==> config.mk <==
export PLATFORM = sky130hd
export DESIGN_NAME = fps_cam_div
export DESIGN_NICKNAME = d
export VERILOG_FILES = /design/src/hdl/fps_cam_div.sv
export SDC_FILE = /design/constraint.sdc
export NUM_CORES = 1
export LEC_CHECK = 0
export ABC_AREA = 1
export ABC_CLOCK_PERIOD_IN_PS = 4600
export BUFFER_PORTS_ARGS = -buffer_cell sky130_fd_sc_hd__buf_4
export CORE_UTILIZATION = 40
export DETAILED_ROUTE_END_ITERATION = 8
export PLACE_DENSITY_LB_ADDON = 0.1
export SKIP_LAST_GASP = 1
export SYNTH_ARGS = -nofsm -noshare
export SYNTH_HDL_FRONTEND = slang
export SYNTH_SLANG_ARGS = --single-unit
==> constraint.sdc <==
create_clock -name clk -period 4.6 [get_ports clk]
set_clock_uncertainty 0.1 [all_clocks]
set_input_delay 0.23 -clock clk [delete_from_list [all_inputs] [get_ports clk]]
set_output_delay 0.23 -clock clk [all_outputs]
set_load 0.01 [all_outputs]
==> src/hdl/fps_cam_div.sv <==
`timescale 1ns / 1ps
// Restoring divider giving a 16-bit quotient, one bit per cycle.
module fps_cam_div (
    input  logic        clk,
    input  logic        rst_n,
    input  logic        start,
    input  logic [47:0] num,
    input  logic [31:0] den,
    output logic        done,
    output logic [15:0] quot
);

    logic [47:0] rem_reg;
    logic [47:0] dsh_reg;
    logic [15:0] q_reg;
    logic [3:0]  cnt_reg;
    logic        run_reg;
    logic        done_reg;

    // Subtract the shifted divisor where it fits, one quotient bit a cycle
    always_ff @(posedge clk or negedge rst_n)
    begin
        if (!rst_n)
        begin
            run_reg  <= 1'b0;
            done_reg <= 1'b0;
        end
        else
        begin
            done_reg <= 1'b0;
            if (start)
            begin
                rem_reg <= num;
                dsh_reg <= 48'({den, 15'd0});
                q_reg   <= 16'd0;
                cnt_reg <= 4'd0;
                run_reg <= 1'b1;
            end
            else if (run_reg)
            begin
                if (rem_reg >= dsh_reg)
                begin
                    rem_reg <= rem_reg - dsh_reg;
                    q_reg   <= {q_reg[14:0], 1'b1};
                end
                else
                begin
                    q_reg <= {q_reg[14:0], 1'b0};
                end
                dsh_reg <= dsh_reg >> 1;
                cnt_reg <= cnt_reg + 4'd1;
                if (cnt_reg == 4'd15)
                begin
                    run_reg  <= 1'b0;
                    done_reg <= 1'b1;
                end
            end
        end
    end

    assign done = done_reg;
    assign quot = q_reg;

endmodule

# Word-level counts from Yosys, hierarchy flattened
# Cells that the tools add are included.
totals:
  reg_bits: 118
  input_bits: 83
  out_inout_bits: 17
  wordCells: 29
op_classes:
  add_sub_neg: 2
  magnitude_cmp: 1
  eq_ne: 1
  muxes: 14
  n_reduce_logical: 4
op_table:
  columns: ["operator", "n"]
  rows:
  - ["$mux 48", 4]
  - ["$ge 48x48->1", 1]
  - ["$sub 48x48->48", 1]
  - ["$mux 47", 1]
  - ["$mux 16", 1]
  - ["$mux 1", 7]
  - ["$add 4x1->4 const B", 1]
  - ["$eq 4x4->1 const B", 1]
  - ["$mux 4", 1]
  - ["$reduce_bool 2->1", 2]
  - ["$reduce_and 3->1", 1]
  - ["$reduce_and 2->1", 1]

# Logic depth before layout (Yosys ltp)
depth:
  word_depth: 4
  depth_mapped: 15
  depth_no_buf: 15

# Worst setup path before layout
# No wires, ideal clock.
synth_path:
  path_type: "flip-flop to flip-flop"
  start: "register dsh_reg[0]"
  end: "register rem_reg[0] (enable)"
  setup_ps: 454
  arrival_time_ps: 3574
  t_required_ps: 4046
  setup_slack_ps: 472
  path_stages_with_launch: 12
  n_path_buf: 0
  period_less_slack_ps: 4128
  cell_sequence: "edfxtp_1 ha_1 fa_1 nor2_1 o21ai_0 nand2_1 nand2_1 nand2_1 nand2_1 nand4_1 nor2_1 nor2_1"
synth_via:
  elab_chain_len: 3
synth_rtl:
  columns: ["element", "line_no", "source"]
  rows:
  - ["start, declared", "14", "logic [47:0] dsh_reg;"]
  - ["start signal, assigned", "34", "dsh_reg <= 48'({den, 15'd0});"]
  - ["start signal, assigned", "50", "dsh_reg <= dsh_reg >> 1;"]
  - ["$ge 48x48->1", "41", "if (rem_reg >= dsh_reg)"]
  - ["$reduce_bool 2->1 (no source line)", null, null]
  - ["$reduce_and 3->1 (no source line)", null, null]
  - ["end signal, assigned", "33", "rem_reg <= num;"]
  - ["end signal, assigned", "43", "rem_reg <= rem_reg - dsh_reg;"]
  - ["end, declared", "13", "logic [47:0] rem_reg;"]
# Every way passes these cells.
# A chain may end at the register's enable or synchronous reset.

# Worst setup path after layout
layout_path:
  start: "register dsh_reg[13]"
  end: "register rem_reg[9] (enable)"
# Same word-level chain as after synthesis.

==> out/metrics.cfg <==
[run_status]
status = completed

[grt]
met1_usage_pct = 34.6
overflow = 0
grt_pass1_wl_um = 43600
grt_util_all_layers_pct = 23.6
busiest_layer = met2
grt_use_met2_pct = 36.5
grt_pass1_vias = 8289
use_met3_pct = 3.42
antenna_found_initial = 0
grt_max_degree = 53

[yosys]
synthAdderAreaFrac_pct = 6.67
synth_top_family_by_area = simple AND/OR/NAND/NOR gates
yosysSeqAreaShare_pct = 37.2
yosys-mux-area-fraction_pct = 0
synth_seq_cells = 118
syn_inst = 1387
syn-mean-instance-area_um2 = 6.84
synth_xor_area_share_pct = 1.20
yosysUniqueCellTypes = 32
yosysWarnings = 0
yosys.area_share.simple_pct = 34.2
mappedNetlistNets = 1520
synth_compound_area_share_pct = 7.25
syn-cell-area_um2 = 9490

[drt]
via_per_inst = 4.70
wl_per_cell_um = 14.9
antenna_left = 0
firstDrtPassIters = 5
wl_um = 28000
drtIter0Drc = 642
drc = 0
via_count = 8824

[floorplan]
io_pins = 100
die_h_um = 156
rows = 55
dieArea_um2 = 24300
start_util_pct = 41.3
die_x_um = 156
core_region_area_um2 = 23000

[place]
placed_area_um2 = 10600
place_hpwl_um = 21600
routabilityCongestion = 0.914
port_buffers = 99

[job]
max-cap-violations = 0

[pwr]
power_density_nw_per_um2 = 352
power_w = 0.00415
p_leak_nw = 6.02
vdd_drop_max_v = 0.000201

[sta]
finalSetupViolCount = 0
holdWs_ns = 0.00339
timing.final.max_slew_violations = 0
min_period_ns = 3.23
fin_crit_sh_pct = 70.2
rsz0062_at_grt = no
max_slew_margin_pct = 43.1
fin_setup_tns_ns = 0
finalHoldViolCount = 0
fmax_mhz = 310
worst_pin_slew_ns = 0.852

[clocking]
clock_path_buffers = 2
cts_root_buf = clkbuf_16
cts_setup_buffers = 0
cts_buffers = 17
cts_htree_levels = 4
path_clk_slew_ns = 0.06
clock_sinks = 118
cts_tree = done
worstSkewPairLatency_ns = 0.43

[setup_path]
worstSetupPathType = reg2reg
crit_chain = inv_1 > ha_1 > nand2_1 > nor2_2 > nand2_1 > nor3_1 > nand3_1 > nand4_1 > nor2_1 > nor2_4 > buf_12
cp_slowest_stage_delay_ns = 0.67
critPathMostFrequentCell = nand2_1
cp.required_ns = 4.62
arrival_ns = 3.25
critPathSlowestCell = nor2_4
worstPathMaxFanout = 25
cp-start-kind = flip-flop
end_kind = flip-flop

[layout]
area_growth_pct = 24.3
drive_gt1_share_pct = 15.1
final_cell_area_um2 = 11800
nets = 1684
num_antenna_cells = 0
fillers = 2436

[min_path]
min_path_type = in2reg

## cell families after synthesis
kind of cell    count (synthesis)
compound gates                128
xor+xnor                       13
fa+ha+maj                      50
buf+inv                       334
flops                         118
simple gates                  744
## cell type report
cell class                 count  area [um^2]  share of cell area (%)
clock inverter                15          160                    1.36
inverter                     311         1170                    9.90
clock buffer                  17          425                    3.61
multi-input combinational    935         4680                    39.7
tap                          313          392                    3.32
timing repair buffer         168         1430                    12.1
sequential                   118         3530                    30.0
## per-layer routing
| layer | vias to the layer above | wire, um |
|---|---|---|
| met3 | 25 | 1130 |
| li1 | 4631 | - |
| met2 | 175 | 12000 |
| met4 | 0 | 328 |
| met5 | - | 0 |
| met1 | 3993 | 14600 |
## placed cells by master (no fill, tap or decap), types with 7 or more instances in the layout
master / Yosys / routed
a21oi_1: 38 / 38
buf_4: 0 / 104
clkbuf_16: 0 / 17
dlygate4sd3_1: 0 / 63
edfxtp_1: 116 / 116
ha_1: 49 / 49
inv_1: 297 / 297
inv_2: 12 / 12
nand2_1: 516 / 516
nand2_2: 26 / 26
nand3_1: 64 / 64
nand3_2: 10 / 10
nand4_1: 10 / 10
nor2_1: 53 / 52
nor2_2: 31 / 31
nor2_4: 9 / 10
o21ai_0: 50 / 50
o21ai_1: 7 / 7
o22ai_1: 28 / 28
or2_2: 9 / 9
xnor2_1: 11 / 11
## synthesized netlist by cell type
cell type	number	area share [%]
a21o_1	2	0.16
a21oi_1	38	2.0
buf_2	4	0.21
clkbuf_1	17	0.67
clkbuf_8	2	0.29
clkinv_1	2	0.079
dfrtp_1	2	0.53
edfxtp_1	116	37
fa_1	1	0.21
ha_1	49	6.5
inv_1	297	12
inv_2	12	0.47
nand2_1	516	20
nand2_2	26	1.7
nand3_1	64	3.4
nand3_2	10	1.1
nand3b_1	6	0.47
nand4_1	10	0.66
nor2_1	53	2.1
nor2_2	31	2.0
nor2_4	9	1.1
nor3_1	5	0.26
nor3_2	2	0.21
nor4_1	3	0.20
o21a_1	1	0.079
o21ai_0	50	2.6
o21ai_1	7	0.37
o21bai_1	2	0.16
o22ai_1	28	1.8
or2_2	9	0.59
xnor2_1	11	1.0
xor2_1	2	0.18
## path summary, 6_finish.rpt
path | from | endpoint | slack [ns] | cells after the start
min in group asynchronous | rst_n | done$_DFF_PN0_ | 0.24 | 2
min reg2reg | dsh_reg[0]$_SDFFCE_PP0P_ | dsh_reg[0]$_SDFFCE_PP0P_ | 0.48 | 2
min | num[21] | rem_reg[21]$_DFFE_PP_ | 0.003 | 3
max | dsh_reg[13]$_SDFFCE_PP0P_ | rem_reg[9]$_DFFE_PP_ | 1.37 | 11
max reg2reg | dsh_reg[13]$_SDFFCE_PP0P_ | rem_reg[9]$_DFFE_PP_ | 1.37 | 11
max in group asynchronous | rst_n | run_reg$_DFF_PN0_ | 3.80 | 2
## through the flow
stage / util, % / instances / setup slack (ns)
after global routing: 51.3 / 1877 / 1.10
after floorplan: - / 1387 / 0.472
after detailed placement: 46.0 / 1782 / 1.37
final: 51.3 / 1877 / 1.37
after global placement: 46.0 / 1782 / 1.41
after CTS: 51.3 / 1876 / 1.35
## power by group
part           switching, W  leakage (nW)  internal [W]
Clock              0.000584         0.282      0.000767
Sequential        0.0000312          1.17       0.00132
Combinational      0.000942          4.56      0.000507
## timing repair
| action | 4_1_cts | 5_1_grt |
|---|---|---|
| endpoints found under the hold margin | 63 | 1 |
| resized for setup | 0 | 0 |
| setup endpoints to repair | 0 | 0 |
| hold buffers | 62 | 1 |
## critical path, delay by kind of cell, from the launching register on
kind                     cells  cell delay (ns)
adder cells (fa/ha/maj)      1             0.36
flip-flops                   1             0.32
buffers and inverters        2             0.35
AND/OR/NAND/NOR              8             1.77
Note: power is estimated with default switching activity, not from simulation.
