===== src/hdl/fps_cam_pkg.sv =====
`timescale 1ns / 1ps
// Shared widths, constants and the arctangent table of the camera core.
package fps_cam_pkg;

    // Shared multiplier operand and product widths
    localparam int MUL_W  = 33;
    localparam int PROD_W = 66;

    // Rotation datapath width and iteration cap
    localparam int ANG_W    = 34;
    localparam int MAX_ITER = 24;

    localparam logic signed [ANG_W-1:0]  CORDIC_GAIN = 34'sd652032874;
    localparam logic signed [MUL_W-1:0]  PI_Q30      = 33'sd3373259426;
    localparam logic signed [15:0]       PITCH_MIN   = -16'sd16466;
    localparam logic signed [15:0]       PITCH_MAX   = 16'sd16302;
    localparam logic signed [15:0]       ONE_Q14     = 16'sd16384;
    localparam logic signed [31:0]       ONE_Q16     = 32'sd65536;
    localparam logic [15:0]              SENS_RESET  = 16'd256;
    localparam logic signed [PROD_W-1:0] SAT_HI      = 66'sh0_7FFF_FFFF;
    localparam logic signed [PROD_W-1:0] SAT_LO      = -66'sh0_8000_0000;

    // atan(2^-i) in Q30
    function automatic logic [29:0] atan_q30(input logic [4:0] i);
        logic [29:0] v;
        begin
            unique case (i)
                5'd0:  v = 30'h3243F6A8;
                5'd1:  v = 30'h1DAC6705;
                5'd2:  v = 30'h0FADBAFC;
                5'd3:  v = 30'h07F56EA6;
                5'd4:  v = 30'h03FEAB76;
                5'd5:  v = 30'h01FFD55B;
                5'd6:  v = 30'h00FFFAAA;
                5'd7:  v = 30'h007FFF55;
                5'd8:  v = 30'h003FFFEA;
                5'd9:  v = 30'h001FFFFD;
                5'd10: v = 30'h000FFFFF;
                5'd11: v = 30'h0007FFFF;
                5'd12: v = 30'h0003FFFF;
                5'd13: v = 30'h0001FFFF;
                5'd14: v = 30'h0000FFFF;
                5'd15: v = 30'h00007FFF;
                5'd16: v = 30'h00003FFF;
                5'd17: v = 30'h00001FFF;
                5'd18: v = 30'h00000FFF;
                5'd19: v = 30'h000007FF;
                5'd20: v = 30'h000003FF;
                5'd21: v = 30'h000001FF;
                5'd22: v = 30'h000000FF;
                5'd23: v = 30'h0000007F;
                default: v = 30'h0;
            endcase
            return v;
        end
    endfunction

endpackage


===== src/hdl/fps_cam_mul.sv =====
`timescale 1ns / 1ps
// Shared signed multiplier with registered product.
module fps_cam_mul (
    input  logic                                    clk,
    input  logic signed [fps_cam_pkg::MUL_W-1:0]   a,
    input  logic signed [fps_cam_pkg::MUL_W-1:0]   b,
    output logic signed [fps_cam_pkg::PROD_W-1:0]  p
);

    logic signed [fps_cam_pkg::PROD_W-1:0] p_reg;

    // Register the product
    always_ff @(posedge clk)
    begin
        p_reg <= fps_cam_pkg::PROD_W'(a) * fps_cam_pkg::PROD_W'(b);
    end

    assign p = p_reg;

endmodule


===== config.mk =====
export PLATFORM = sky130hd
export DESIGN_NAME = fps_cam_mul
export DESIGN_NICKNAME = d
export VERILOG_FILES = /design/src/hdl/fps_cam_pkg.sv /design/src/hdl/fps_cam_mul.sv
export SDC_FILE = /design/constraint.sdc
export NUM_CORES = 2
export LEC_CHECK = 0
export ABC_AREA = 1
export ABC_CLOCK_PERIOD_IN_PS = 14750
export BUFFER_PORTS_ARGS = -buffer_cell sky130_fd_sc_hd__buf_2
export CORE_MARGIN = 5
export CORE_UTILIZATION = 55
export DETAILED_ROUTE_END_ITERATION = 7
export HOLD_SLACK_MARGIN = 0.1
export PLACE_DENSITY = 0.83
export SLEW_MARGIN = 0
export SYNTH_ARGS = -nofsm -noshare
export SYNTH_HDL_FRONTEND = slang
export SYNTH_SLANG_ARGS = --single-unit

===== constraint.sdc =====
create_clock -name clk -period 14.75 [get_ports clk]
set_input_delay 4.425 -clock clk [delete_from_list [all_inputs] [get_ports clk]]
set_output_delay 4.425 -clock clk [all_outputs]
set_load 0.05 [all_outputs]

# --- Word level (Yosys, flattened, before mapping) ---
# Index checks and enable logic that the tools add are counted.
totals:
  register_bits: 66
  latchBits: 0
  ramBits: 0
  mem_bits_ro: 0
  output_inout_bits: 66
  word_cells: 2
  mem_count: 0
classes:
  addsub: 0
  multipliers: 1
  div_mod_pow: 0
  n_lt_le_gt_ge: 0
  n_eq_ne: 0
  shift: 0
  n_mux: 0
  bitwise: 0
  n_reduce_logical: 0
op_table:
  columns: ["operator", "n"]
  rows:
  - ["multiplier 33 x 33 -> 66 bit", 1]

# --- Depth between registers and ports, before layout ---
logic_depth:
  depth_word: 1
  mapped_depth: 34
  depth_no_buf: 32

# --- Worst setup path before layout ---
# No wires, ideal clock.
synth_path:
  path_type: "input-to-reg"
  start: "input port a[32] in the netlist's numbering"
  end: "register p_reg, in the netlist p[60]"
  t_arrival_ns: 11.068
  path_slack_ns: 3.569
  stages: 23
  n_path_buf: 2
  cell_sequence: "clkbuf_1 > clkbuf_1 > nand2_1 > inv_1 > fa_1 > fa_1 > fa_1 > fa_1 > inv_1 > fa_1 > fa_1 > fa_1 > fa_1 > inv_1 > ha_1 > nand2_1 > nor2_1 > inv_1 > nor3_1 > nand2_1 > and2_0 > nand4_1 > nand2_1"
synth_between:
  elab_chain_len: 1
synth_rtl:
  columns: ["element", "line_no", "source"]
  rows:
  - ["start: declaration", "fps_cam_mul.sv:5", "input logic signed [fps_cam_pkg::MUL_W-1:0] a,"]
  - ["multiplier 33 x 33 -> 66 bit", "fps_cam_mul.sv:15", "p_reg <= fps_cam_pkg::PROD_W'(a) * fps_cam_pkg::PROD_W'(b);"]
  - ["end signal: assignment", "fps_cam_mul.sv:15", null]
  - ["end: declaration", "fps_cam_mul.sv:10", "logic signed [fps_cam_pkg::PROD_W-1:0] p_reg;"]
# Every way passes these cells.

# --- Worst setup path after layout ---
layout_path:
  start: "input port a[32] in the netlist's numbering"
  end: "register p_reg, in the netlist p[64]"
# The elaborated chain is that of the path after synthesis.

==> summary.txt <==
CTS
  • CTS HTree Levels: 3
  • CTS resizes: 0
  • CTS sink cnt: 66
  • Cts hold-fix bufs: 0
  • Clock-pin slew on the worst setup and hold paths: 0.07 ns
  • Root buf cell: clkbuf_16
  • CTS buffer count: 9
  • Max clock buf depth: 2
  • CTS tree: yes
  • Post-CTS Setup Bufs: 0

STA
  • Period utilisation layout: 80.8%
  • Final min period: 11.92 ns
  • RSZ-0062 raised after global routing: no
  • Fmax: 83.9 MHz
  • Worst-Margin Slew: 1.12 ns
  • Final setup vio count: 0
  • Slew margin rel.: 25.1%
  • Fin. Hold Viols: 0
  • Slew Limit Fails: 0
  • Setup TNS: 0 ns

Cells and area
  • Largest register FFs: 66
  • # fillers: 6,849
  • Share of cells above drive strength 1: 3.97%
  • Area growth, synth to finish: 3.15%
  • Final std cells w/o fill: 6,482
  • Design Area, Final: 44,500 µm²
  • Fin nets: 6,859
  • Multi-input logic area: 33,800 µm²
  • Sequential cell area: 1320 µm²

GRT
  • Global route overflow: 0
  • Vias in the first global route: 37,800
  • Initial antenna violation count: 13
  • Total GRT Usage: 28.1%
  • Met3 Usage GRT: 5.15%
  • First-pass GRT wire length: 191,000 µm
  • Largest net degree at the start of global routing: 35
  • GRT Max-Usage Layer: met2
  • M1 GR Usage: 33.5%
  • Met2 Use GR: 48.9%

Floorplan
  • Die width: 290 µm
  • Cell Rows: 102
  • DIE AREA: 84,200 µm²
  • Total core area: 77,600 µm²
  • Ports: 133
  • Die height: 290 µm
  • Initial Util: 55.6%

Synthesis
  • Most common cell in the netlist: inv_1
  • Simple-gate portion of the synthesized area: 16.6%
  • FFs w/ async S/R, synth: 0%
  • Adder-cell area share of the yosys netlist: 59.4%
  • Synth area leaders: fa_1, inv_1, nand2_1
  • Synth unique cells: 35
  • Synthesized Nets: 6,972
  • Dominant synthesized flop cell: dfxtp_1
  • Post-synthesis mux area share: 0%
  • Sequential share of the synthesized area: 3.06%
  • Compound-Gate Fraction of Synth Area: 1.38%
  • Xor/xnor share of the synthesized area: 0.832%
  • YS warnings: 0
  • Number of enable flip-flop cells after synthesis: 0
  • Mean post-synth cell area: 7.79 µm²
  • Area share of the largest cell type after synthesis: 53.1%
  • Synth area leader: fa_1
  • Largest family of logic cells by synthesized area: adder cells
  • Commonest cells in the netlist: inv_1, nand2_1, fa_1
  • Synth Register Bits: 66
  • Mapped Cells: 5,543
  • Synth Cell Area: 43,200 µm²

Drt
  • Routed Antenna Nets: 0
  • Average vias per placed instance: 5.17
  • Initial DRT Pass Iterations: 6
  • DR iter-0 viols: 2,411
  • Final wirelength: 115,000 µm
  • Residual DRC: 0
  • Via Count: 33,500
  • Drt wl/cell: 17.8 µm

Setup path
  • CP Max Fanout: 33
  • CP arrival: 12.16 ns
  • Worst-path cell chain: buf_2 > nand2_1 > inv_1 > fa_1 > fa_1 > fa_1 > fa_1 > fa_1 > fa_1 > fa_1 > inv_1 > fa_1 > inv_1 > ha_1 > nand2_1 > nor2_1 > nand2_1 > nor4_1 > nand2_1 > nand3_1 > nand2_1
  • Top cell by count, worst path: fa_1
  • CP endpoint kind: flop
  • Worst endpoint required time: 14.99 ns
  • Crit-path slowest cell: fa_1
  • Crit path largest cell delay: 1.26 ns
  • Worst Setup Start Kind: primary input
  • Crit Path Category: primary input to flop

Placed design
  • Final GP Congestion: 0.972
  • Placed Area: 44,200 µm²
  • IO buf count: 132
  • Post-Place Cells: 6,459
  • Hpwl dp: 96,300 µm

Min path
  • Hold Path Depth: 3
  • Worst Hold Class: primary input to flop
  • Hold path start: b[0]
  • Hold Path End: p[0]

Run
  • Max-cap violations: 0

Outcome
  • Outcome: finished clean
[cells by family (layout without fill, tap and decap cells)]
group / after synthesis / in the layout
buffers and inverters: 2158 / 2050
DFF: 66 / 66
adders and majority gates: 1362 / 1362
xor gates and xnor gates: 41 / 41
and+or+nand+nor: 1810 / 1810
other: 0 / 7
AOI/OAI and AO/OA: 106 / 106
[routing by layer]
layer | wire length (µm) | vias up | share of wire [%]
met5 | 88 | - | 0.076
met4 | 6950 | 12 | 6.0
met3 | 10200 | 481 | 8.9
met2 | 57000 | 1694 | 49
met1 | 41000 | 16600 | 36
li1 | - | 14700 | -
[critical path, delay by kind of cell]
kind          cells  cell delay [ns]
fa+ha+maj         9             5.58
buf+inv           4             0.82
simple gates      8             1.29
[cell usage in the layout, fill, tap and decap left out, types with 37 or more instances in the layout]
| cell | instances |
|---|---|
| a21oi_1 | 61 |
| buf_2 | 132 |
| dfxtp_1 | 66 |
| fa_1 | 1145 |
| ha_1 | 217 |
| inv_1 | 1894 |
| nand2_1 | 1517 |
| nand3_1 | 70 |
| nor2_1 | 131 |
| xor2_1 | 37 |
[worst max-delay path by stage]
stage                     startpoint     to  slack, ns  cells after the start
final                          a[32]  p[64]       2.83                     21
after global routing           a[32]  p[55]       2.34                     21
after CTS                      a[32]  p[63]       2.85                     21
after detailed placement       a[32]  p[63]       2.51                     21
after global placement         a[32]  p[64]       2.71                     23
after floorplan                a[32]  p[60]       3.57                     23
[metrics by stage]
step	hold WS [ns]	utilization [%]	setup WS [ns]
global placement	4.90	57.0	2.71
CTS	4.61	57.4	2.85
finish	4.64	57.4	2.83
detailed placement	4.89	57.0	2.51
floorplan	4.69	-	3.57
global route	4.65	57.4	2.34
[layout make-up]
class,count,area share [%]
Clock inverter,5,0.138
Multi-Input combinational cell,3319,75.8
Timing Repair Buffer,139,1.60
Sequential cell,66,2.97
Antenna cell,7,0.0393
Inverter,1895,16.0
Tap cell,1040,2.92
Clock buffer,11,0.568
Power is not shown: default switching activity piles up to over one toggle a cycle in this logic, so the estimate is an artifact.
