[config.mk]
export PLATFORM = sky130hd
export DESIGN_NAME = fps_cam_sqrt
export DESIGN_NICKNAME = d
export VERILOG_FILES = /design/src/hdl/fps_cam_sqrt.sv
export SDC_FILE = /design/constraint.sdc
export NUM_CORES = 1
export LEC_CHECK = 0
export ABC_AREA = 1
export BUFFER_PORTS_ARGS = -buffer_cell sky130_fd_sc_hd__buf_2
export CAP_MARGIN = 20
export CORE_MARGIN = 2
export CORE_UTILIZATION = 40
export CTS_BUF_LIST = sky130_fd_sc_hd__clkbuf_2
export CTS_CLUSTER_SIZE = 25
export DETAILED_ROUTE_END_ITERATION = 6
export GPL_TIMING_DRIVEN = 0
export SETUP_SLACK_MARGIN = 0.05
export SYNTH_ARGS = -nofsm -noshare
export SYNTH_HDL_FRONTEND = slang
export SYNTH_SLANG_ARGS = --single-unit
[constraint.sdc]
create_clock -name clk -period 10 [get_ports clk]
set_input_delay 1.5 -clock clk [delete_from_list [all_inputs] [get_ports clk]]
set_output_delay 1.5 -clock clk [all_outputs]
set_load 0.005 [all_outputs]
[src/hdl/fps_cam_sqrt.sv]
`timescale 1ns / 1ps
// Bit-serial integer square root of a 64-bit value, two result bits per step pair.
module fps_cam_sqrt (
    input  logic        clk,
    input  logic        rst_n,
    input  logic        start,
    input  logic [63:0] val,
    output logic        done,
    output logic [31:0] root
);

    logic [63:0] v_reg;
    logic [63:0] res_reg;
    logic [63:0] bit_reg;
    logic        run_reg;
    logic        done_reg;
    logic [63:0] trial;

    assign trial = res_reg + bit_reg;

    // Step one result bit per cycle
    always_ff @(posedge clk or negedge rst_n)
    begin
        if (!rst_n)
        begin
            run_reg  <= 1'b0;
            done_reg <= 1'b0;
        end
        else
        begin
            done_reg <= 1'b0;
            if (start)
            begin
                v_reg   <= val;
                res_reg <= 64'd0;
                bit_reg <= 64'h4000_0000_0000_0000;
                run_reg <= 1'b1;
            end
            else if (run_reg)
            begin
                if (v_reg >= trial)
                begin
                    v_reg   <= v_reg - trial;
                    res_reg <= (res_reg >> 1) + bit_reg;
                end
                else
                begin
                    res_reg <= res_reg >> 1;
                end
                bit_reg <= bit_reg >> 2;
                if (bit_reg[0])
                begin
                    run_reg  <= 1'b0;
                    done_reg <= 1'b1;
                end
            end
        end
    end

    assign done = done_reg;
    assign root = res_reg[31:0];

endmodule

* Word-level counts from Yosys, hierarchy flattened
Index checks and enable logic that the tools add are counted.
** Storage, ports and cells
- Word-level logic and storage cells :: 24
- Input port bits :: 67
- Output and inout port bits :: 33
- Register bits after elaboration :: 194
** Operators by class
- Multiplexer cells :: 12
- $add $sub $neg :: 3
- $lt $le $gt $ge :: 1
- Reduce and logical (&&, ||, !) cells :: 3
** Operators with widths (number)
- 2-to-1 mux 64 bit :: 6
- adder 63 x 64 -> 64 bit :: 1
- adder 64 bit :: 1
- greater-or-equal comparator 64 bit :: 1
- subtractor 64 bit :: 1
- 2-to-1 mux 1 bit :: 6
- nonzero test 2 bit :: 2
- AND reduction 3 bit :: 1

* Longest topological paths before layout
Gate-level depths: netlist of the first run.
- Depth in word-level cells :: 5
- Depth in mapped cells :: 31
- Depth with buffers taken out :: 31

* Least setup slack after synthesis of the first run
OpenSTA, ideal clock, no wires.
- Path kind :: reg2reg
- Start point :: register bit_reg[0]
- End point :: register v_reg[0] (enable)
- Path buffers :: 1
- Period minus slack after synthesis :: 8.738 ns
- Data required time :: 9.415 ns
- Arrival time :: 8.153 ns
- Path slack :: 1.262 ns
- Library setup time :: 0.585 ns
- Cell stages (with the launch flop) :: 27
- Cell sequence :: edfxtp_1 -> ha_1 -> inv_1 -> fa_1 -> inv_1 -> nand3_1 -> nand2_1 -> a21oi_1 -> o21ai_0 -> a21o_1 -> nand2_1 -> nand2_1 -> nand2_1 -> nand3_1 -> nand2_1 -> ha_1 -> nand2_1 -> nor2_2 -> inv_2 -> nor2_2 -> nand2_1 -> nor2_2 -> nand4_2 -> nand3_2 -> nand2_4 -> buf_6 -> a21boi_0
** Between the ends
- Longest elaborated chain between the ends :: 4
** RTL lines
- start: declaration :: RTL line 14 : logic [63:0] bit_reg;
- start signal: assignment :: RTL line 50 : bit_reg <= bit_reg >> 2;
- adder 64 bit :: RTL line 19 : assign trial = res_reg + bit_reg;
- greater-or-equal comparator 64 bit :: RTL line 41 : if (v_reg >= trial)
- nonzero test 2 bit (no source line)
- AND reduction 3 bit (no source line)
- end signal: assignment :: RTL line 34 : v_reg <= val;
- end signal: assignment :: RTL line 43 : v_reg <= v_reg - trial;
- end: declaration :: RTL line 12 : logic [63:0] v_reg;
No other way between the ends.
A chain may end at the register's enable or synchronous reset.

* Worst setup path after layout of the first run
- Start point :: register bit_reg[0]
- End point :: register v_reg[24] (enable)
Same word-level chain as after synthesis.

==> flow_metrics.tcl, run 1 <==
set metrics [dict create \
    antenna_found_initial 2 \
    cp.arrival_ns 7.54 \
    grt_max_degree 95 \
    path_common_cell "nand2_1" \
    start_kind "register" \
    tightest_slew_ns 1.20 \
    cts_buffer_depth 2 \
    crit_fanout 24 \
    clkTransAtPathRegs_ns 0.34 \
    grt-ovfl-total 0 \
    synth_top_area_share 0.232 \
    dpl_cell_area_sq_um 26500 \
    clock_sinks 194 \
    ys_types 42 \
    rsz0062_at_grt "false" \
    hold_slack_ns 0.708 \
    crit_type "register to register" \
    post-route-util 0.435 \
    grt_pass1_wl_um 148000 \
    postRouteAntennaNets 0 \
    ff2ff_path_depth 29 \
    cp.required_ns 10.74 \
    die_h_um 253 \
    finalClockSkew_ns 0.0595 \
    worstSkewPairLatency_ns 1.02 \
    avgSynthCellArea_sq_um 5.95 \
    ioPinCount 100 \
    fillCellCount 6906 \
    setup_viol_count_final 0 \
    synth_area_leaders "edfxtp_1 (23%), nand2_1 (20%), inv_1 (10%), ha_1 (9.6%), nor2_1 (7.9%)" \
    drtIter0Drc 2507 \
    maxCapViolCount 0 \
    grtUsageTotal 0.309 \
    worstHoldStart "bit_reg[0]" \
    cts_tree "built" \
    core_sq_um 61600 \
    numCtsBuffers 17 \
    vias_per_cell 5.21 \
    root_buffer "clkbuf_2" \
    rows 91 \
    finalCritPeriodShare 0.680 \
    status "finished clean" \
    ir_drop_v 0.000150 \
    io_buffers 99 \
    cts_resized 0 \
    routed_wl_um 99300 \
    place_congestion 1.01 \
    r2r_start "bit_reg[0]" \
    dieArea_sq_um 64200 \
    synth_area_sq_um 24900 \
    die_width_um 253 \
    holdPathEnd "run_reg" \
    hpwl_um 84400 \
    wl_per_cell_um 19.3 \
    drc 0 \
    p_leak_nw 13.3 \
    initial_core_util 0.404 \
    path_buf_inv 6 \
    cpPeakStageDelay_ns 0.64 \
    fin_nets 4563 \
    areaGrowthSynthToFinish_pct 7.62 \
    crit_family "simple AND/OR/NAND/NOR gates" \
    drv_slew 0 \
    yosys_warnings 0 \
    hold_viol_final 0 \
    cts_setup_buffers 0 \
    drive_gt1_frac 0.0531 \
    hold_path_depth 1 \
    syn-num-nets 4441 \
    r2r_slack_ns 3.20 \
    ctsHoldBuffers 0 \
    max_freq_mhz 147 \
    ys_ff_latch 194 \
    slowest_stage "a21boi_4" \
    cp-end-kind "register" \
    dr.pass1.iters 7 \
    r2r-end "v_reg[24]" \
    netlist_instances 4181 \
    fin_area_sq_um 26800 \
    vias 26900 \
    fin_crit_ns 6.80 \
    seq_area_frac_synth 0.234 \
    h-tree-depth 4 \
    yosys.area.top_type "edfxtp_1" \
    worstHoldPathType "register to register" \
    grt_pass1_vias 25500 \
    slew_headroom 0.198 \
    powerDensity_nw_per_um2 277 \
]
-- worst max-delay path by stage --
stage,from,cells past startpoint,to
3_5_place_dp,bit_reg[0],29,v_reg[15]
3_3_place_gp,bit_reg[0],27,v_reg[15]
2_1_floorplan,bit_reg[0],26,v_reg[0]
5_1_grt,res_reg[5],26,v_reg[24]
6_report,bit_reg[0],29,v_reg[24]
4_1_cts,res_reg[2],26,v_reg[24]
-- placed cells by master, fill, tap and decap left out, drive strengths merged, types with 17 or more instances in the layout --
cell type / synthesis / layout
a31oi: 17 / 17
o21ai: 184 / 184
xnor2: 67 / 67
nor2: 530 / 530
nor3: 42 / 42
clkbuf: 48 / 65
nand2: 1361 / 1361
edfxtp: 192 / 192
nand4: 75 / 75
a21oi: 302 / 302
ha: 190 / 190
buf: 61 / 164
nand3b: 32 / 32
xor2: 22 / 22
nand3: 232 / 232
o21bai: 39 / 39
inv: 702 / 710
-- synth_stat cells, drive strengths merged --
cell     instances
clkbuf          48
xnor2           67
ha             190
or2             15
o21a            11
o311ai           2
nand3          232
nand3b          32
nor4             7
a21boi           8
o21ai          184
edfxtp         192
o211ai           7
inv            702
and2             4
nand4           75
nor2           530
nand2         1361
o2111ai          3
buf             61
o31ai            5
fa               3
a21oi          302
o21bai          39
a31oi           17
xor2            22
and3             1
a211oi           2
dfrtp            2
a21o            15
nor3            42
-- routing by layer --
metal  up-vias  part of all wire  track usage  wire length (um)
met5         -                 0            0                 0
met4         0             0.045        0.134              4440
met3       158             0.057       0.0257              5630
met2       921              0.46        0.524             46100
met1     12200              0.43        0.402             43100
li1      13600                 -            -                 -
-- logic make-up after synthesis --
kind of cell / after synthesis / synth area share
AND/OR/NAND/NOR: 2299 / 0.378
buffers and inverters: 811 / 0.129
AO/OA/AOI/OAI: 595 / 0.130
flip-flops: 194 / 0.234
adder cells (fa/ha/maj): 193 / 0.0980
XOR/XNOR: 89 / 0.0313
-- cell type report --
| cell class | instances | area, sq um | area share |
|---|---|---|---|
| antenna | 1 | 2.50 | 0.0000935 |
| multi-input combinational | 3176 | 15900 | 0.593 |
| tap | 837 | 1050 | 0.0391 |
| buffer | 109 | 569 | 0.0213 |
| sequential | 194 | 5820 | 0.217 |
| clock inverter | 15 | 165 | 0.00617 |
| timing repair buffer | 103 | 584 | 0.0218 |
| clock buffer | 17 | 85.1 | 0.00318 |
| inverter | 702 | 2640 | 0.0984 |
-- metrics by stage --
step           std cells  worst slack (ns)  TNS [ns]  power (mW)
5_1_grt             5154              2.81         0        8.10
3_3_place_gp        5117             -3.73   -238.04        6.86
4_1_cts             5153              3.25         0        7.33
6_report            5154              3.20         0        7.42
2_1_floorplan       4181              1.26         0        5.19
3_5_place_dp        5121              3.30         0        6.86
-- power breakdown --
| part | internal [mW] | switching (mW) | leakage [nW] | total, mW |
|---|---|---|---|---|
| clock | 0.0864 | 0.366 | 0.146 | 0.453 |
| sequential | 1.18 | 0.220 | 1.94 | 1.40 |
| combinational | 1.84 | 3.73 | 11.3 | 5.57 |
-- worst register-to-register path, delay by kind of cell, from the launching register on --
family,cells,cell delay [ns]
fa+ha+maj,3,1.02
flops,1,0.58
simple gates,17,2.93
compound gates,3,1.07
buf+inv,6,0.90
Power figures use the tool's default switching activity.
==> inputs of run 2 (changes only) <==
- clock period: 10 -> 6.21 ns (I/O delays scaled with it)
==> flow_metrics.tcl, run 2 (synthesis gave the netlist of run 1 again) <==
set metrics [dict create \
    fin_nets 4569 \
    start_kind "register" \
    initial_core_util 0.404 \
    cp.required_ns 6.96 \
    vias 26800 \
    crit_fanout 24 \
    total_power_mw 11.9 \
    hpwl_um 82100 \
    numCtsBuffers 17 \
    rsz0062_at_grt "false" \
    cp-end-kind "register" \
    path_common_cell "nand2_1" \
    p_leak_nw 13.4 \
    crit_family "simple AND/OR/NAND/NOR gates" \
    path_buf_inv 6 \
    clkTransAtPathRegs_ns 0.34 \
    die_h_um 253 \
    ir_drop_v 0.000215 \
    worstSkewPairLatency_ns 1.00 \
    h-tree-depth 4 \
    antenna_found_initial 1 \
    cp.arrival_ns 6.61 \
    drive_gt1_frac 0.0548 \
    core_sq_um 61600 \
    drc 0 \
    finalCritPeriodShare 0.944 \
    root_buffer "clkbuf_2" \
    die_width_um 253 \
    setup_ws_ns 0.347 \
    dp_slack_ns -0.474 \
    grt_pass1_wl_um 145000 \
    ioPinCount 100 \
    routed_wl_um 97500 \
    maxCapViolCount 0 \
    worstHoldPathType "input port to register" \
    dieArea_sq_um 64200 \
    crit_type "register to register" \
    wl_per_cell_um 18.9 \
    place_congestion 1.02 \
    status "finished clean" \
    grt_max_degree 100 \
    powerDensity_nw_per_um2 444 \
    vias_per_cell 5.20 \
    tightest_slew_ns 1.18 \
    mostFrequentLayoutCells "nand2_1 (1358), inv_1 (694), nor2_1 (521)" \
    cts_buffer_depth 2 \
    setup_viol_count_final 0 \
    fin_crit_ns 5.86 \
    grt_pass1_vias 25200 \
    dr.pass1.iters 6 \
    crit_path_cell_trace "ha_1, nand2_1, nor2_1, inv_1, nor2_1, inv_1, nor3_1, o21ai_0, o211ai_1, xnor2_1, ha_1, nand2_1, nor2_2, inv_2, nor2_2, nand2_1, nor2_4, nand4_4, nand3_4, nand2_4, buf_6, a21boi_4, buf_12, buf_12" \
    areaGrowthSynthToFinish_pct 7.94 \
    clock_sinks 194 \
    drtIter0Drc 2582 \
    layout.cells.most_common "nand2_1" \
    max_freq_mhz 171 \
    slew_headroom 0.214 \
    io_buffers 99 \
    finalClockSkew_ns 0.0492 \
    cpPeakStageDelay_ns 0.65 \
    cts_tree "built" \
    rows 91 \
    postRouteAntennaNets 0 \
    grtUsageTotal 0.302 \
    slowest_stage "nor3_1" \
    hold_viol_final 0 \
    ctsHoldBuffers 0 \
    drv_slew 0 \
    grt-ovfl-total 0 \
]
-- run 2: stage by stage --
stage | area, sq um | utilization | instances | hold slack (ns) | TNS [ns]
2_1_floorplan | 24900 | - | 4181 | 0.514 | 0
3_3_place_gp | 26400 | 0.429 | 5117 | 0.678 | -161.04
3_5_place_dp | 26500 | 0.431 | 5121 | 0.683 | -17.70
4_1_cts | 26800 | 0.435 | 5155 | 0.110 | 0
5_1_grt | 26900 | 0.436 | 5160 | 0.153 | 0
6_report | 26900 | 0.436 | 5160 | 0.165 | 0
-- run 2: layer usage --
metal,vias to the layer above,global-route usage,wire length [um]
met5,-,0,0
met4,0,0.133,4310
met3,162,0.0236,5620
met2,923,0.506,44700
met1,12100,0.398,42900
li1,13600,-,-
-- run 2: final cells by class --
type                    count  area, sq um
inverters                 702         2640
repair buffers            109          629
clock inverters            15          171
multi-input cells        3176        15900
clock buffers              17         85.1
fillers                  6966        34700
well taps                 837         1050
plain buffers             109          569
flip-flops and latches    194         5820
diodes                      1         2.50
-- run 2: final timing paths --
check,startpoint,to,slack [ns],cells after the start
worst max-delay path,res_reg[29],v_reg[36],0.35,24
worst min-delay path,val[18],v_reg[18],0.17,3
worst max register to register,res_reg[29],v_reg[36],0.35,24
worst min register to register,bit_reg[21],bit_reg[19],0.74,2
max in group asynchronous,rst_n,done,5.64,2
min in group asynchronous,rst_n,run_reg,0.21,2
-- run 2: power breakdown --
group / switching [mW] / leakage (nW) / internal (mW)
sequential: 0.357 / 1.94 / 1.90
combinational: 5.96 / 11.3 / 2.97
clock: 0.573 / 0.142 / 0.168
total: 6.89 / 13.4 / 5.04
-- run 2: tightest hold or removal path: stages --
cell     delay [ns]
buf_2          0.07
nand2_1        0.04
nand2_1        0.05
-- run 2: what timing repair did --
action	CTS	global route
setup buffers	2	4
resized for setup	1	5
setup endpoints to repair	64	66
cloned	0	0
pin swaps	1	1
