<file path="config.mk">
export PLATFORM = sky130hd
export DESIGN_NAME = fps_cam_cordic
export DESIGN_NICKNAME = d
export VERILOG_FILES = /design/src/hdl/fps_cam_pkg.sv /design/src/hdl/fps_cam_cordic.sv
export SDC_FILE = /design/constraint.sdc
export NUM_CORES = 1
export LEC_CHECK = 0
export BUFFER_PORTS_ARGS = -buffer_cell sky130_fd_sc_hd__buf_2
export CORE_ASPECT_RATIO = 1.5
export CORE_MARGIN = 5
export CORE_UTILIZATION = 64
export DETAILED_ROUTE_END_ITERATION = 7
export PLACE_DENSITY = 0.83
export SYNTH_ARGS = -nofsm -noshare
export SYNTH_HDL_FRONTEND = slang
export SYNTH_SLANG_ARGS = --single-unit
</file>
<file path="constraint.sdc">
create_clock -name clk -period 7.1 [get_ports clk]
set_clock_uncertainty 0.15 [all_clocks]
set_input_delay 1.065 -clock clk [delete_from_list [all_inputs] [get_ports clk]]
set_output_delay 1.065 -clock clk [all_outputs]
set_load 0.02 [all_outputs]
</file>
<file path="src/hdl/fps_cam_pkg.sv">
`timescale 1ns / 1ps
// Shared widths, constants and the arctangent table of the camera core.
package fps_cam_pkg;

    // Shared multiplier operand and product widths
    localparam int MUL_W  = 33;
    localparam int PROD_W = 66;

    // Rotation datapath width and iteration cap
    localparam int ANG_W    = 34;
    localparam int MAX_ITER = 24;

    localparam logic signed [ANG_W-1:0]  CORDIC_GAIN = 34'sd652032874;
    localparam logic signed [MUL_W-1:0]  PI_Q30      = 33'sd3373259426;
    localparam logic signed [15:0]       PITCH_MIN   = -16'sd16466;
    localparam logic signed [15:0]       PITCH_MAX   = 16'sd16302;
    localparam logic signed [15:0]       ONE_Q14     = 16'sd16384;
    localparam logic signed [31:0]       ONE_Q16     = 32'sd65536;
    localparam logic [15:0]              SENS_RESET  = 16'd256;
    localparam logic signed [PROD_W-1:0] SAT_HI      = 66'sh0_7FFF_FFFF;
    localparam logic signed [PROD_W-1:0] SAT_LO      = -66'sh0_8000_0000;

    // atan(2^-i) in Q30
    function automatic logic [29:0] atan_q30(input logic [4:0] i);
        logic [29:0] v;
        begin
            unique case (i)
                5'd0:  v = 30'h3243F6A8;
                5'd1:  v = 30'h1DAC6705;
                5'd2:  v = 30'h0FADBAFC;
                5'd3:  v = 30'h07F56EA6;
                5'd4:  v = 30'h03FEAB76;
                5'd5:  v = 30'h01FFD55B;
                5'd6:  v = 30'h00FFFAAA;
                5'd7:  v = 30'h007FFF55;
                5'd8:  v = 30'h003FFFEA;
                5'd9:  v = 30'h001FFFFD;
                5'd10: v = 30'h000FFFFF;
                5'd11: v = 30'h0007FFFF;
                5'd12: v = 30'h0003FFFF;
                5'd13: v = 30'h0001FFFF;
                5'd14: v = 30'h0000FFFF;
                5'd15: v = 30'h00007FFF;
                5'd16: v = 30'h00003FFF;
                5'd17: v = 30'h00001FFF;
                5'd18: v = 30'h00000FFF;
                5'd19: v = 30'h000007FF;
                5'd20: v = 30'h000003FF;
                5'd21: v = 30'h000001FF;
                5'd22: v = 30'h000000FF;
                5'd23: v = 30'h0000007F;
                default: v = 30'h0;
            endcase
            return v;
        end
    endfunction

endpackage

</file>
<file path="src/hdl/fps_cam_cordic.sv">
`timescale 1ns / 1ps
// Iterative rotation-mode CORDIC giving cosine and sine in Q30.
module fps_cam_cordic #(
    parameter int ITERATIONS = 16
) (
    input  logic                                   clk,
    input  logic                                   rst_n,
    input  logic                                   start,
    input  logic signed [fps_cam_pkg::ANG_W-1:0]  z_in,
    output logic                                   done,
    output logic signed [fps_cam_pkg::ANG_W-1:0]  cos_out,
    output logic signed [fps_cam_pkg::ANG_W-1:0]  sin_out
);

    localparam int ITER = (ITERATIONS < fps_cam_pkg::MAX_ITER) ? ITERATIONS
                                                               : fps_cam_pkg::MAX_ITER;
    localparam int CW   = $clog2(fps_cam_pkg::MAX_ITER);

    logic signed [fps_cam_pkg::ANG_W-1:0] x_reg;
    logic signed [fps_cam_pkg::ANG_W-1:0] y_reg;
    logic signed [fps_cam_pkg::ANG_W-1:0] z_reg;
    logic [CW-1:0]                        cnt_reg;
    logic                                 run_reg;
    logic                                 done_reg;
    logic signed [fps_cam_pkg::ANG_W-1:0] xs;
    logic signed [fps_cam_pkg::ANG_W-1:0] ys;
    logic signed [fps_cam_pkg::ANG_W-1:0] at;

    assign xs = x_reg >>> cnt_reg;
    assign ys = y_reg >>> cnt_reg;
    assign at = fps_cam_pkg::ANG_W'(fps_cam_pkg::atan_q30(5'(cnt_reg)));

    // Rotate toward zero residual angle, one micro-rotation a cycle
    always_ff @(posedge clk or negedge rst_n)
    begin
        if (!rst_n)
        begin
            run_reg  <= 1'b0;
            done_reg <= 1'b0;
        end
        else
        begin
            done_reg <= 1'b0;
            if (start)
            begin
                x_reg   <= fps_cam_pkg::CORDIC_GAIN;
                y_reg   <= '0;
                z_reg   <= z_in;
                cnt_reg <= '0;
                run_reg <= 1'b1;
            end
            else if (run_reg)
            begin
                if (z_reg >= 0)
                begin
                    x_reg <= x_reg - ys;
                    y_reg <= y_reg + xs;
                    z_reg <= z_reg - at;
                end
                else
                begin
                    x_reg <= x_reg + ys;
                    y_reg <= y_reg - xs;
                    z_reg <= z_reg + at;
                end
                cnt_reg <= cnt_reg + 1'b1;
                if (cnt_reg == CW'(ITER - 1))
                begin
                    run_reg  <= 1'b0;
                    done_reg <= 1'b1;
                end
            end
        end
    end

    assign done    = done_reg;
    assign cos_out = x_reg;
    assign sin_out = y_reg;

endmodule

</file>
### Yosys cells after proc, flatten, opt, wreduce, memory -nomap -nowiden

Memories as Yosys holds them, arrays and structs flattened. A register that Yosys moved wholly into a read port is not among the register bits.
Index checks and enable logic that the tools add are counted.

| operators by class | value |
|---|---|
| $mul | 0 |
| shift-type cells | 2 |
| add/subtract/negate cells | 7 |
| mux-type cells | 16 |
| magnitude comparators | 1 |
| eq/ne operators | 1 |
| bitwise gates (word level) | 0 |
| div/mod/pow operators | 0 |
| reduce and logical (&&, ||, !) cells | 2 |

Operators by type and width:

| kind | number |
|---|---|
| $mux W34 | 7 |
| $add A34 B34 Y34 | 2 |
| $sshr A34 B5 Y34 | 2 |
| $sub A34 B34 Y34 | 2 |
| $add A34 B31 Y34 | 1 |
| $ge A34 B1 Y1 const B | 1 |
| $sub A34 B31 Y34 | 1 |
| $mux W5 | 3 |
| $mux W1 | 6 |
| $add A5 B1 Y5 const B | 1 |
| $eq A5 B4 Y1 const B | 1 |
| $reduce_and A2 Y1 | 1 |
| $reduce_bool A2 Y1 | 1 |

| storage, ports and cells | value |
|---|---|
| input port bits | 37 |
| flip-flop bits (word level) | 109 |
| memory bits (writable) | 0 |
| bits in latches | 0 |
| memories kept | 1 |
| bits in read-only memories | 960 |
| output and inout port bits | 69 |
| logic and storage cells | 36 |

Memories:

| memory | depth | width | rd ports | clocked after Yosys merged registers in | write ports | line | RTL |
|---|---|---|---|---|---|---|---|
| (no name shown) | 32 | 30 | 1 | 1 | 0 | fps_cam_pkg.sv:27 | `unique case (i)` |

### Logic depth before layout (Yosys ltp)

| logic depth | value |
|---|---|
| word-level depth | 4 |
| gate-level depth with buffers | 30 |
| mapped depth without buffers | 24 |

### Least setup slack after synthesis

OpenSTA, ideal clock, no wires.

| path | value |
|---|---|
| path kind | register -> register |
| from | reg cnt_reg[0] |
| to | reg x_reg (netlist bit cos_out[33]), data pin |
| stages on the path, launching flop included | 28 |
| data arrival time | 6.182 ns |
| required time | 6.803 ns |
| slack | 0.621 ns |
| setup time | 0.147 ns |
| buffers on the path | 5 |
| clock period less this slack | 6.479 ns |
| cells stage by stage | edfxtp_1 buf_6 buf_2 buf_6 buf_2 buf_2 mux4_2 a22oi_1 nor2_1 a211o_1 inv_1 ha_1 nand3_1 nand2b_1 o41ai_1 xor2_1 ha_1 a21oi_1 nand3_1 a2111oi_0 o31ai_1 a41oi_1 o21ai_0 o41ai_1 o2111ai_1 xnor2_1 or3_1 a21oi_1 |

| on the way | value |
|---|---|
| word-level cells in the longest chain between the ends | 4 |
| elaborated cells on any way between the ends | 5 |
| classes of those cells | add/sub: 2; shift: 1; mux: 2 |

RTL lines:

| what | line | RTL |
|---|---|---|
| from (decl) | fps_cam_cordic.sv:22 | `logic [CW-1:0] cnt_reg;` |
| from (signal assigned) | fps_cam_cordic.sv:66 | `cnt_reg <= cnt_reg + 1'b1;` |
| $sshr A34 B5 Y34 (*) | fps_cam_cordic.sv:30 | `assign ys = y_reg >>> cnt_reg;` |
| $add A34 B34 Y34 or $sub A34 B34 Y34 (tied branches) | fps_cam_cordic.sv:62, fps_cam_cordic.sv:56 |  |
| $mux W34 (*) | fps_cam_cordic.sv:54 | `if (z_reg >= 0)` |
| $mux W34 (*) | fps_cam_cordic.sv:52 | `else if (run_reg)` |
| to (signal assigned) | fps_cam_cordic.sv:46 | `x_reg <= fps_cam_pkg::CORDIC_GAIN;` |
| to (signal assigned) | fps_cam_cordic.sv:56 | `x_reg <= x_reg - ys;` |
| to (signal assigned) | fps_cam_cordic.sv:62 | `x_reg <= x_reg + ys;` |
| to (decl) | fps_cam_cordic.sv:19 | `logic signed [fps_cam_pkg::ANG_W-1:0] x_reg;` |

Mark *: on every way between the ends. The rest lies on a longest branch, timed or not.
A chain may end at the register's enable or synchronous reset.

### Worst setup path in the final report

| path | value |
|---|---|
| from | reg cnt_reg[0] |
| to | reg y_reg (netlist bit sin_out[32]), data pin |

| on the way | value |
|---|---|
| word-level cells in the longest chain between the ends | 4 |
| elaborated cells on any way between the ends | 5 |
| classes of those cells | add/sub: 2; shift: 1; mux: 2 |

RTL lines:

| what | line | RTL |
|---|---|---|
| $sshr A34 B5 Y34 (*) | fps_cam_cordic.sv:29 | `assign xs = x_reg >>> cnt_reg;` |
| $sub A34 B34 Y34 or $add A34 B34 Y34 (tied branches) | fps_cam_cordic.sv:63, fps_cam_cordic.sv:57 |  |
| $mux W34 (*) | fps_cam_cordic.sv:54 |  |
| $mux W34 (*) | fps_cam_cordic.sv:52 |  |
| to (signal assigned) | fps_cam_cordic.sv:57 | `y_reg <= y_reg + xs;` |
| to (signal assigned) | fps_cam_cordic.sv:63 | `y_reg <= y_reg - xs;` |
| to (decl) | fps_cam_cordic.sv:20 | `logic signed [fps_cam_pkg::ANG_W-1:0] y_reg;` |

Marks and branches as above.

==> flow_summary_export.csv <==
group,metric,value,unit
status,status,"completed",
drt,via_per_inst,7.26,
die,initial_core_util,0.646,
power_and_ir_drop,p_per_area,561,mW/mm^2
die,die_x,147,um
global_route,grt_max_degree,69,
synth,ys_seq_area_frac,0.214,
timing,finalCritPeriodShare,0.973,
timing,setup_viol,0,
synth,synth_warnings,0,
power_and_ir_drop,seq_power_share,0.168,
timing,timing.hold.ws,0.443,ns
worst_setup_path,crit_type,"reg2reg",
clocking,numCtsBuffers,17,
synth,synth_ff_type,"edfxtp_1",
worst_setup_path,path_max_fanout,17,
global_route,grt_pass1_wl,110,mm
clocking,clkLatencyLatePin,0.46,ns
placed_design,placed_cell_area,0.0198,sq mm
die,ioPinCount,106,
timing,period_minus_slack,6.91,ns
drt,route.detailed.drc,0,
placed_design,gp_congestion,1.11,
power_and_ir_drop,p_comb_frac,0.751,
power_and_ir_drop,ir_drop,0.000297,V
worst_setup_path,cp-end-kind,"register",
clocking,clkTransAtPathRegs,0.06,ns
power_and_ir_drop,p_sw_frac,0.515,
final_layout,layout-drive-gt1-share,0.207,
drt,wl,73.4,mm
die,die_y,216,um
power_and_ir_drop,p_switching,5.91,mW
clocking,cts_buffer_depth,2,
synth,syn-num-nets,2252,
clocking,cts_root_buffer,"clkbuf_16",
power_and_ir_drop,cellLeakagePower,8.65,nW
worst_setup_path,r2r-start,"cnt_reg[0]",
worst_setup_path,cp.required,7.12,ns
timing,finalHoldViolations,0,
drt,dr.first_iter.drc_count,2263,
placed_design,port_buffers,105,
synth,syn_inst,2099,
global_route,grt-ovfl-total,0,
clocking,cts_sinks,139,
die,die_area,0.0318,sq mm
timing,final.setup.tns,0,ns
synth,syn_area,0.0181,sq mm
timing,slew_viol_final,0,
final_layout,num-fill-cells,2126,
worst_setup_path,cp.arrival,6.93,ns
synth,synthArstFlopShare,0.0144,
final_layout,nNetsFinal,2419,
power_and_ir_drop,total_power,11.5,mW
worst_setup_path,r2r_setup_slack,0.19,ns
global_route,grt_pass1_vias,19000,
clocking,htreeDepth,4,
clocking,cts_tree,"built",
worst_hold_path,min_path_type,"in2async",
power_and_ir_drop,internal_power,5.56,mW
worst_setup_path,r2r_cells,26,
timing,max_slew_margin,0.267,
drt,first_pass_iters,8,
global_route,grt_antenna_before_repair,0,
timing,worst_pin_slew,1.07,ns
global_route,grtUsageTotal,0.449,
timing,max_freq,145,MHz
run,maxCapViolCount,0,
die,core.rowCount,75,
placed_design,dp_hpwl,55.4,mm
synth,synthDistinctLibCells,89,
die,core,0.0280,sq mm
drt,wl_per_cell,28.0,um
drt,vias,19100,
final_layout,syn2layout_area_growth,13.2,%
final_layout,design_area,0.0205,sq mm
worst_setup_path,r2r_end,"sin_out[32]",
synth,syn_avg_cell_area,8.61,sq um
synth,synth_seq_cells,139,
drt,ant_nets,0,
worst_setup_path,startpoint_type,"register",
power_and_ir_drop,p_clk_frac,0.081,
final_layout,num_antenna_cells,0,
synth,synth_edf_count,107,
==> layout by cell type (no fill, tap or decap), types with 10 or more instances in the layout <==
| cell | netlist | final |
|---|---|---|
| buf_2 | 26 | 103 |
| mux2i_1 | 93 | 93 |
| xnor2_1 | 88 | 88 |
| nor4_1 | 12 | 11 |
| nor2_1 | 172 | 172 |
| a211o_1 | 20 | 20 |
| nand2b_1 | 33 | 33 |
| and3_1 | 19 | 19 |
| a31oi_1 | 14 | 14 |
| buf_4 | 3 | 158 |
| nor2b_1 | 16 | 16 |
| nand2_1 | 211 | 210 |
| dfxtp_1 | 30 | 30 |
| o22ai_1 | 19 | 19 |
| o21ai_0 | 145 | 143 |
| a22oi_1 | 17 | 16 |
| o211ai_1 | 13 | 13 |
| or2_2 | 13 | 13 |
| nand3_1 | 43 | 43 |
| o41ai_1 | 11 | 10 |
| or3_1 | 23 | 23 |
| a21oi_1 | 172 | 172 |
| o21bai_1 | 16 | 16 |
| o31ai_1 | 34 | 34 |
| a21o_1 | 45 | 45 |
| clkbuf_16 | 0 | 18 |
| and2_1 | 13 | 13 |
| mux2_2 | 52 | 52 |
| nor3_1 | 41 | 40 |
| mux4_2 | 85 | 85 |
| ha_1 | 113 | 113 |
| o21ai_1 | 9 | 11 |
| xor2_1 | 82 | 82 |
| edfxtp_1 | 107 | 107 |
| a211oi_1 | 23 | 22 |
| o21a_1 | 15 | 15 |
| inv_1 | 47 | 46 |
==> what timing repair did <==
item | in CTS | in global routing
buffers inserted | 0 | 3
hold buffers | 0 | 0
setup endpoints to repair | 0 | 13
hold endpoints to repair | 0 | 0
gates resized for setup | 0 | 12
==> routing by layer <==
layer	up-vias	GRT usage	wire length, um	share of wire
li1	8323	-	-	-
met1	8895	0.463	23000	0.31
met2	1352	0.753	34900	0.48
met3	484	0.0804	6490	0.088
met4	0	0.438	9010	0.12
met5	-	0	0	0
==> worst max-delay path by stage <==
| stage | slack [ns] | cells after the start | startpoint | endpoint |
|---|---|---|---|---|
| 3_3_place_gp | 0.18 | 27 | cnt_reg[0] | sin_out[32] |
| 4_1_cts | 0.04 | 25 | cnt_reg[0] | cos_out[33] |
| 3_5_place_dp | 0.06 | 25 | cnt_reg[0] | cos_out[33] |
| 6_report | 0.19 | 26 | cnt_reg[0] | sin_out[32] |
| 5_1_grt | -0.004 | 26 | cnt_reg[0] | sin_out[33] |
| 2_1_floorplan | 0.62 | 27 | cnt_reg[0] | cos_out[33] |
==> metrics by stage <==
| step | util | worst slack (ns) | cells |
|---|---|---|---|
| finish | 0.731 | 0.192 | 2625 |
| global route | 0.731 | -0.00432 | 2625 |
| CTS | 0.728 | 0.0416 | 2620 |
| detailed placement | 0.708 | 0.0609 | 2588 |
| global placement | 0.708 | 0.178 | 2588 |
| floorplan | - | 0.621 | 2099 |
==> logic make-up (layout without fill, tap and decap cells) <==
group / count (synthesis) / after routing / synth area share
xor+xnor: 171 / 171 / 0.0836
buf+inv: 173 / 353 / 0.0396
mux: 231 / 231 / 0.190
flops: 139 / 139 / 0.214
simple gates: 631 / 631 / 0.163
compound gates: 638 / 638 / 0.228
fa+ha+maj: 116 / 116 / 0.0815
==> area by class of cell <==
cell class                      count  area, sq um  area share
Multi-Input combinational cell   1787        13500       0.661
Sequential cell                   139         3860       0.189
Timing Repair Buffer              270         1860      0.0911
Clock buffer                       19          443      0.0217
Tap cell                          346          433      0.0212
Inverter                           51          191     0.00936
Clock inverter                     13          130     0.00636
==> power groups by stage <==
| stage | clock (mW) | sequential [mW] | combinational, mW |
|---|---|---|---|
| after floorplan | 0 | 1.91 | 5.52 |
| after global placement | 0 | 1.87 | 8.07 |
| after detailed placement | 0 | 1.88 | 8.29 |
| after CTS | 0.919 | 1.87 | 8.35 |
| after global routing | 0.973 | 1.92 | 9.23 |
| final | 0.933 | 1.93 | 8.61 |
==> synth_stat cells, drive strengths merged (5+ instances only) <==
master	number	area, sq um
a21oi	172	861
and3	19	119
o221ai	7	61.3
xor2	82	718
a211o	20	175
a31o	5	43.8
mux2	53	597
buf	56	277
clkbuf	66	248
nor2b	16	100
dfxtp	30	601
o31ai	34	255
nand4	6	43.8
a221oi	8	76.3
or2	18	113
o21ai	154	771
xnor2	88	771
nand2b	33	206
a2111oi	5	43.8
nand3	43	215
nor3	42	221
a22oi	17	128
nand2	211	792
and2	13	81.3
a211oi	23	173
o21a	15	113
o211ai	13	97.6
a32oi	5	43.8
inv	50	188
mux4	85	1910
ha	113	1410
o22ai	19	119
edfxtp	107	3210
o22a	5	43.8
nor2	172	646
or3	23	144
nor4	12	75.1
o21bai	16	120
or4	8	63.8
a31oi	14	87.6
a21boi	7	52.6
mux2i	93	931
a21o	45	338
o41ai	12	124
==> worst max-delay path, stage by stage, from the launching register on <==
cell and delay [ns]:
edfxtp_1 0.41, clkbuf_16 0.22, buf_12 0.18, mux2i_1 0.51
o2bb2ai_1 0.20, nor3_1 0.28, a21oi_1 0.07, mux2i_1 0.23
ha_1 0.20, and3_1 0.17, nand3_1 0.09, or3_1 0.43
or2_2 0.34, o21ai_0 0.21, xnor2_1 0.09, ha_1 0.35
o21ai_0 0.11, nand2b_1 0.08, a21oi_1 0.08, nor4_1 0.70
a2111oi_0 0.25, buf_4 0.20, nor4_1 0.43, o31ai_1 0.17
a31oi_1 0.22, xnor2_1 0.16, o21ai_0 0.09
No activity file was read; power rests on OpenSTA's default activity.
